**config.mk**
```make
export PLATFORM = sky130hd
export DESIGN_NAME = polyline_tangent_index_stream
export DESIGN_NICKNAME = d
export VERILOG_FILES = /design/src/rtl/core/ptis_pkg.sv /design/src/rtl/core/polyline_tangent_index_stream.sv
export SDC_FILE = /design/constraint.sdc
export NUM_CORES = 2
export LEC_CHECK = 0
export BUFFER_PORTS_ARGS = -buffer_cell sky130_fd_sc_hd__buf_4
export CAP_MARGIN = 20
export CORE_ASPECT_RATIO = 1.4
export CORE_MARGIN = 2
export CORE_UTILIZATION = 34
export DETAILED_ROUTE_END_ITERATION = 6
export PLACE_DENSITY = 0.52
export SLEW_MARGIN = 40
export SYNTH_ARGS = -nofsm -noshare
export SYNTH_HDL_FRONTEND = slang
export SYNTH_SLANG_ARGS = --single-unit
```
**constraint.sdc**
```tcl
create_clock -name clk -period 23.1 [get_ports clk]
set_input_delay 4.62 -clock clk [delete_from_list [all_inputs] [get_ports clk]]
set_output_delay 4.62 -clock clk [all_outputs]
set_load 0.02 [all_outputs]
```
**src/rtl/core/ptis_pkg.sv**
```systemverilog
// Package for the polyline tangent index stream block.
// Shared constants and the sequencer state type; no dependencies.
`timescale 1ns / 1ps
package ptis_pkg;
  localparam int COORD_WIDTH_DEF = 24;
  localparam int DIRECTION_WIDTH_DEF = 16;
  localparam int INDEX_WIDTH_DEF = 32;
  localparam int BUNDLE_WIDTH = 16;
  localparam logic KIND_VERTEX = 1'b0;
  localparam logic KIND_RESTART = 1'b1;

  typedef enum logic [8:0] {
    ST_IDLE  = 9'b000000001,
    ST_NORM  = 9'b000000010,
    ST_SQ    = 9'b000000100,
    ST_SQRT  = 9'b000001000,
    ST_DIV   = 9'b000010000,
    ST_EMIT1 = 9'b000100000,
    ST_EMIT2 = 9'b001000000,
    ST_EMIT3 = 9'b010000000,
    ST_WAIT  = 9'b100000000
  } state_t;
endpackage

```
**src/rtl/core/polyline_tangent_index_stream.sv**
```systemverilog
// Top level of the polyline tangent index stream block.
// Depends on ptis_pkg for constants and the state type.
//
// Usage: points enter on the in_ stream (x, y, z in tdata, bundle in tuser,
// last point of a fiber on tlast). For each point after the first of a fiber
// a vertex transfer goes out on the out_ stream with its unit direction;
// the last point of a fiber also yields its own vertex and a restart marker
// (tuser bit 0 high, index all ones). out_tlast marks the last transfer
// caused by one input point.
// Flow: in_tready is high only when the block is idle. A point with a
// predecessor runs the shared datapath: accept, normalizing shift (one bit
// per cycle), squares, the bit-pair square root, the restoring divisions
// and loading the vertex. A zero-length segment skips from the normalizing
// shift straight to the vertex. A last point adds its own vertex, the marker
// and a wait state. A first point is only accepted; a one-point fiber yields
// its own vertex, the marker and the wait state. Each result sits in an
// output register until taken; a receiver stall only holds that register
// and the sequencer. Reset clears the fiber state, sets the last direction
// to full scale on all axes and empties the output.
`timescale 1ns / 1ps
module polyline_tangent_index_stream #(
  parameter int COORD_WIDTH = ptis_pkg::COORD_WIDTH_DEF,
  parameter int DIRECTION_WIDTH = ptis_pkg::DIRECTION_WIDTH_DEF,
  parameter int INDEX_WIDTH = ptis_pkg::INDEX_WIDTH_DEF
) (
  input  logic clk,
  input  logic rst_n,
  input  logic in_tvalid,
  output logic in_tready,
  // pos_x, pos_y, pos_z from bit 0 up
  input  logic [((3*COORD_WIDTH+7)/8)*8-1:0] in_tdata,
  input  logic in_tlast,
  // bundle_id
  input  logic [ptis_pkg::BUNDLE_WIDTH-1:0] in_tuser,
  output logic out_tvalid,
  input  logic out_tready,
  // element_index, normal_x, normal_y, normal_z, bundle_tag from bit 0 up
  output logic [((INDEX_WIDTH+3*DIRECTION_WIDTH+ptis_pkg::BUNDLE_WIDTH+7)/8)*8-1:0]
    out_tdata,
  output logic out_tlast,
  // entry_kind, degenerate
  output logic [1:0] out_tuser
);
  localparam int CW = COORD_WIDTH;
  localparam int DW = DIRECTION_WIDTH;
  localparam int IW = INDEX_WIDTH;
  localparam int BW = ptis_pkg::BUNDLE_WIDTH;
  localparam int MW = CW + 1;              // difference magnitude
  localparam int NW = (MW > 30) ? MW : 30; // normalized magnitude
  localparam int SW = 64;                  // sum of squares
  localparam int RW = 32;                  // root
  localparam int QB = DW;                  // quotient bits computed
  localparam int XW = 31 + DW;             // divide remainder width
  localparam int OW = $bits(out_tdata);
  localparam logic [DW-1:0] DMAX = {1'b0, {(DW-1){1'b1}}};

  ptis_pkg::state_t st_r;

  logic signed [CW-1:0] prev_r [3];
  logic [DW-1:0] dir_r [3];
  logic degen_r, have_r;
  logic [IW-1:0] cnt_r;
  logic [BW-1:0] pbund_r, bund_r;
  logic last_r;

  logic [NW-1:0] mag_r [3];
  logic [2:0] neg_r;
  logic [1:0] ax_r;
  logic [SW-1:0] sum_r, rem_r, bit_r, root_r;
  logic [XW-1:0] drem_r;
  logic [QB-1:0] q_r;
  logic [5:0] it_r;

  logic o_valid_r, o_last_r;
  logic [OW-1:0] o_data_r;
  logic [1:0] o_user_r;

  logic signed [CW:0] diff [3];
  logic [MW-1:0] dmag [3];
  logic [NW-1:0] mx;
  logic [59:0] sq;
  logic [SW-1:0] trial;
  logic [XW-1:0] dsh;
  logic [XW-1:0] nden;
  logic out_free;
  logic o_load;

  assign out_free = !o_valid_r || out_tready;
  assign in_tready = (st_r == ptis_pkg::ST_IDLE);
  assign o_load = out_free && (st_r == ptis_pkg::ST_EMIT1 || st_r == ptis_pkg::ST_EMIT2 ||
                               st_r == ptis_pkg::ST_EMIT3);

  // per-axis difference from the stored point
  always_comb begin
    for (int a = 0; a < 3; a++) begin
      diff[a] = $signed({in_tdata[a*CW+CW-1], in_tdata[a*CW +: CW]})
              - $signed({prev_r[a][CW-1], prev_r[a]});
      dmag[a] = diff[a][CW] ? MW'(-diff[a]) : MW'(diff[a]);
    end
    mx = mag_r[0] | mag_r[1] | mag_r[2];
    sq = mag_r[ax_r][29:0] * mag_r[ax_r][29:0];
    trial = root_r + bit_r;
    dsh = {drem_r[XW-2:0], 1'b0};
    nden = XW'(root_r);
  end

  // output valid: set on a load, cleared when taken
  always_ff @(posedge clk) begin
    if (!rst_n) begin
      o_valid_r <= 1'b0;
    end else if (o_load) begin
      o_valid_r <= 1'b1;
    end else if (out_tready) begin
      o_valid_r <= 1'b0;
    end
  end

  // sequencer and shared datapath
  always_ff @(posedge clk) begin
    if (!rst_n) begin
      st_r <= ptis_pkg::ST_IDLE;
      have_r <= 1'b0;
      degen_r <= 1'b0;
      cnt_r <= '0;
      pbund_r <= '0;
      for (int a = 0; a < 3; a++) begin
        prev_r[a] <= '0;
        dir_r[a] <= DMAX;
      end
    end else begin
      unique case (st_r)
        ptis_pkg::ST_IDLE: begin
          if (in_tvalid) begin
            last_r <= in_tlast;
            bund_r <= in_tuser;
            for (int a = 0; a < 3; a++) begin
              mag_r[a] <= NW'(dmag[a]);
              neg_r[a] <= diff[a][CW];
            end
            if (!in_tlast) begin
              for (int a = 0; a < 3; a++) prev_r[a] <= in_tdata[a*CW +: CW];
            end
            // predecessor tag moves on only after its vertex went out
            if (!in_tlast && !have_r) pbund_r <= in_tuser;
            have_r <= !in_tlast;
            if (have_r) st_r <= ptis_pkg::ST_NORM;
            else if (in_tlast) st_r <= ptis_pkg::ST_EMIT2;
          end
        end
        // joint shift into [2^29, 2^30) one bit per cycle
        ptis_pkg::ST_NORM: begin
          if (mx == '0) begin
            for (int a = 0; a < 3; a++) dir_r[a] <= '0;
            degen_r <= 1'b1;
            st_r <= ptis_pkg::ST_EMIT1;
          end else if (|(mx >> 30)) begin
            for (int a = 0; a < 3; a++) mag_r[a] <= mag_r[a] >> 1;
          end else if (!mx[29]) begin
            for (int a = 0; a < 3; a++) mag_r[a] <= mag_r[a] << 1;
          end else begin
            sum_r <= '0;
            ax_r <= '0;
            st_r <= ptis_pkg::ST_SQ;
          end
        end
        // one square per cycle
        ptis_pkg::ST_SQ: begin
          sum_r <= sum_r + SW'(sq);
          if (ax_r == 2'd2) begin
            st_r <= ptis_pkg::ST_SQRT;
            rem_r <= sum_r + SW'(sq);
            bit_r <= SW'(1) << 62;
            root_r <= '0;
          end
          ax_r <= ax_r + 2'd1;
        end
        // bit-pair square root, one pair per cycle
        ptis_pkg::ST_SQRT: begin
          if (rem_r >= trial) begin
            rem_r <= rem_r - trial;
            root_r <= (root_r >> 1) + bit_r;
          end else begin
            root_r <= root_r >> 1;
          end
          bit_r <= bit_r >> 2;
          if (bit_r[0]) begin
            st_r <= ptis_pkg::ST_DIV;
            ax_r <= '0;
            it_r <= '0;
          end
        end
        // restoring divide per axis; dividend mag<<(DW-1) + root/2
        ptis_pkg::ST_DIV: begin
          if (it_r == '0) begin
            drem_r <= '0;
            q_r <= '0;
            it_r <= 6'd1;
          end else begin
            logic [XW-1:0] num, cand;
            logic nb;
            logic [5:0] bidx;
            logic [QB:0] qsat;
            num = (XW'(mag_r[ax_r][29:0]) << (DW-1)) + XW'(root_r[RW-1:1]);
            bidx = 6'(XW) - it_r;
            nb = num[bidx];
            cand = dsh | XW'(nb);
            qsat = {1'b0, q_r[QB-2:0], (cand >= nden)};
            if (cand >= nden) begin
              drem_r <= cand - nden;
              q_r <= {q_r[QB-2:0], 1'b1};
            end else begin
              drem_r <= cand;
              q_r <= {q_r[QB-2:0], 1'b0};
            end
            if (it_r == 6'(XW)) begin
              it_r <= '0;
              if (|(q_r >> (DW-2)) || qsat > (QB+1)'(DMAX))
                dir_r[ax_r] <= neg_r[ax_r] ? -DMAX : DMAX;
              else
                dir_r[ax_r] <= neg_r[ax_r] ? -qsat[DW-1:0] : qsat[DW-1:0];
              if (ax_r == 2'd2) begin
                degen_r <= 1'b0;
                st_r <= ptis_pkg::ST_EMIT1;
              end
              ax_r <= ax_r + 2'd1;
            end else begin
              it_r <= it_r + 6'd1;
            end
          end
        end
        // vertex for the predecessor
        ptis_pkg::ST_EMIT1: if (out_free) begin
          o_data_r <= OW'({pbund_r, dir_r[2], dir_r[1], dir_r[0], cnt_r});
          o_user_r <= {degen_r, ptis_pkg::KIND_VERTEX};
          o_last_r <= !last_r;
          cnt_r <= cnt_r + IW'(1);
          if (!last_r) pbund_r <= bund_r;
          st_r <= last_r ? ptis_pkg::ST_EMIT2 : ptis_pkg::ST_IDLE;
        end
        // vertex for the last point
        ptis_pkg::ST_EMIT2: if (out_free) begin
          o_data_r <= OW'({bund_r, dir_r[2], dir_r[1], dir_r[0], cnt_r});
          o_user_r <= {degen_r, ptis_pkg::KIND_VERTEX};
          o_last_r <= 1'b0;
          cnt_r <= cnt_r + IW'(1);
          st_r <= ptis_pkg::ST_EMIT3;
        end
        // restart marker
        ptis_pkg::ST_EMIT3: if (out_free) begin
          o_data_r <= OW'({IW{1'b1}});
          o_user_r <= {1'b0, ptis_pkg::KIND_RESTART};
          o_last_r <= 1'b1;
          st_r <= ptis_pkg::ST_WAIT;
        end
        ptis_pkg::ST_WAIT: st_r <= ptis_pkg::ST_IDLE;
        default: st_r <= ptis_pkg::ST_IDLE;
      endcase
    end
  end

  assign out_tvalid = o_valid_r;
  assign out_tdata = o_data_r;
  assign out_tlast = o_last_r;
  assign out_tuser = o_user_r;

  // a held result stays put while stalled
  a_hold: assert property (@(posedge clk) disable iff (!rst_n)
    out_tvalid && !out_tready |=> out_tvalid && $stable(out_tdata))
    else $error("output changed while stalled");
  // a marker always carries all-ones index and ends the run
  a_mark: assert property (@(posedge clk) disable iff (!rst_n)
    out_tvalid && out_tuser[0] |-> out_tlast && (out_tdata[IW-1:0] == {IW{1'b1}}))
    else $error("bad restart marker");
  // not ready while working
  a_busy: assert property (@(posedge clk) disable iff (!rst_n)
    st_r != ptis_pkg::ST_IDLE |-> !in_tready)
    else $error("ready while busy");
endmodule
```
==> metrics.md <==
| Metric | Value |
|---|---|
| Commonest non-fill, non-tap cells in the layout | `1163 x inv_1, 755 x fa_1, 709 x nand2_1` |
| Design Area, Final | `79200 µm²` |
| Final hold violation count | `0` |
| # port buffers | `193` |
| Vias | `54.8k` |
| Final min period | `11.59 ns` |
| Max Used Layer | `met4` |
| Rows | `199` |
| Fin crit share | `50.2%` |
| Iteration-0 DRC Markers | `3428` |
| Crit path DAT | `12.03 ns` |
| GRT Util Overall | `21.2%` |
| Relative slew margins | `40.1%` |
| Library cells used by synthesis | `96` |
| Initial antenna violation count | `2` |
| Post-Route Setup TNS | `0 ns` |
| Post-synth EDFFs | `623` |
| Clock Pin Slew Worst Setup and Hold Paths | `0.06 ns` |
| Most common cell on crit path | `a21oi_1` |
| Area Overhead vs Synth | `10.6%` |
| Synth Warn # | `0` |
| Worst-path fanout max | `30` |
| Largest net degree at the start of global routing | `89` |
| Synth Register Bits | `685` |
| Post-DP HPWL | `180000 µm` |
| Drt pass-1 iters | `6` |
| Die height | `547 µm` |
| DRC viols | `0` |
| Ports | `194` |
| NumNets Final | `9115` |
| Via density per instance | `5.16` |
| Total congestion overflow | `0` |
| Final Setup Violations | `0` |
| Synth area leader | `edfxtp_1` |
| Final Skew | `0.0534 ns` |
| Worst stage delay on the critical path | `0.85 ns` |
| WL final | `227000 µm` |
| Maxcap violations | `0` |
| Post-Place Setup Slack | `11.74 ns` |
| Hold WC Path Type | `reg2reg` |
| Vias in the first global route | `57.9k` |
| Slowest cell on crit path | `clkinv_1` |
| Die width | `392 µm` |
| RePlAce Congestion | `0.955` |
| WL met2 | `117000 µm` |
| CTS tree | `done` |
| Clk_lat worst skew | `0.72 ns` |
| Synth Instances | `7634` |
| Postcts setup bufs | `0` |
| Commonest non-fill, non-tap cell in the layout | `inv_1` |
| CP Class | `reg2reg` |
| Unrepaired setup endpoints after global routing | `false` |
| Critical path endpoint category | `register` |
| Placed cell count | `10.5k` |
| Synth top area share | `26.1%` |
| Most common flop cell mapped by yosys | `edfxtp_1` |
| Met1 Wirelength | `88300 µm` |
| Max-slew violation count | `0` |
| Slew @ Worst Pin | `0.899 ns` |
| H-tree lvl count | `3` |
| CTS Sinks | `685` |
| Post-Synthesis Net Count | `9017` |
| Avg Synthesized Cell Area | `9.38 µm²` |
| Hold_buf cts | `0` |
| Setup WS post-layout | `11.51 ns` |
| Area contributors post-synth | `edfxtp_1 26%, fa_1 21%, ha_1 9.3%` |
| CTS resizes | `0` |
| Asr flop ratio synth | `0%` |
| CTS root buf | `clkbuf_16` |
| First-pass GRT wire length | `347000 µm` |
| Placed Area | `76400 µm²` |
| Layout cell share with drive strength beyond 1 | `6.63%` |
| Seq/Total Area, Yosys | `27.9%` |
| Longest Clk Path Bufs | `3` |
| Layout Cells excl Fill | `10.6k` |
| Initial core utilization | `34.2%` |
| Synthesized area | `71600 µm²` |
| Worst EP required | `23.54 ns` |
| Outcome | `finished clean` |
| Fmax | `0.0863 GHz` |
| Clock buffer count from CTS | `81` |
| WL per Instance | `21.4 µm` |
| DR WL met3 | `9010 µm` |
| Core ar. | `210000 µm²` |
| Antenna viol nets, final | `0` |
| Worst Setup Start Kind | `register` |
| Area of the die | `214000 µm²` |
-- cell usage after synthesis, types with 59 or more instances --
library cell	instances
nor3_1	84
nand3_1	87
edfxtp_1	623
mux2i_1	59
o21ai_0	320
ha_1	535
dfxtp_1	62
a21o_1	125
o21a_1	60
a21oi_1	431
inv_1	1166
a31oi_1	104
and2_1	232
a211oi_1	80
xor2_1	213
fa_1	755
nand2_1	712
xnor2_1	258
nor2_1	703
nand4_1	79
nand2b_1	87
clkbuf_1	232
-- final timing paths --
path | from | endpoint | slack, ns | cells past startpoint
max | register | dir_r[1][14] | 11.51 | 36
min reg2reg | degen_r | degen_r | 0.48 | 2
max reg2reg | register | dir_r[1][14] | 11.51 | 36
min | degen_r | degen_r | 0.48 | 2
-- critical path, delay by kind of cell (launching register included) --
kind            cells  cell delay (ns)
compound gates     15             5.11
xor+xnor            1             0.08
fa+ha+maj           3             1.13
buf+inv             4             1.63
flops               1             0.31
mux                 1             0.25
simple gates       12             2.73
-- cell families (layout without fill, tap and decap cells) --
logic type | after synthesis | after routing | synth area share [%]
other | 0 | 1 | 0
multiplexers | 75 | 75 | 1.19
AO/OA/AOI/OAI | 1430 | 1430 | 12.6
AND/OR/NAND/NOR | 2228 | 2228 | 14.4
flip-flops | 685 | 685 | 27.9
XOR/XNOR | 471 | 471 | 5.76
buffers and inverters | 1453 | 1617 | 7.67
adder cells (fa/ha/maj) | 1292 | 1292 | 30.5
-- registers in the layout, indices dropped and copies added (netlist names), named ones only --
register,flops
ax_r,2
bit_r,32
bund_r,16
cnt_r,32
degen_r,1
dir_r,48
drem_r,46
have_r,1
it_r,6
last_r,1
mag_r,90
neg_r,3
out_tdata,96
out_tlast,1
out_tuser,2
out_tvalid,1
pbund_r,16
prev_r,72
q_r,16
rem_r,64
root_r,64
st_r,9
sum_r,64
-- per-layer routing --
| metal | global-route usage, % | vias up |
|---|---|---|
| met3 | 2.17 | 454 |
| met4 | 10.2 | 0 |
| met1 | 24.6 | 27300 |
| li1 | - | 25700 |
| met2 | 38.7 | 1349 |
| met5 | 0 | - |
-- layout make-up --
cell class                      count  area [µm²]
Timing Repair Buffer              289        2190
Inverter                         1179        4430
Clock buffer                       93        2120
Sequential cell                   685       20000
Fill cell                       21300      130000
Clock inverter                     56         619
Antenna cell                        1        2.50
Tap cell                         2814        3520
Multi-Input combinational cell   5496       46300
-- metrics by stage --
step / hold slack (ns) / util (%)
2_1_floorplan: 0.444 / -
3_3_place_gp: 0.458 / 36.4
6_report: 0.477 / 37.8
4_1_cts: 0.482 / 37.8
5_1_grt: 0.517 / 37.8
3_5_place_dp: 0.473 / 36.5
Power is not shown: default switching activity piles up to over one toggle a cycle in this logic, so the estimate is an artifact.
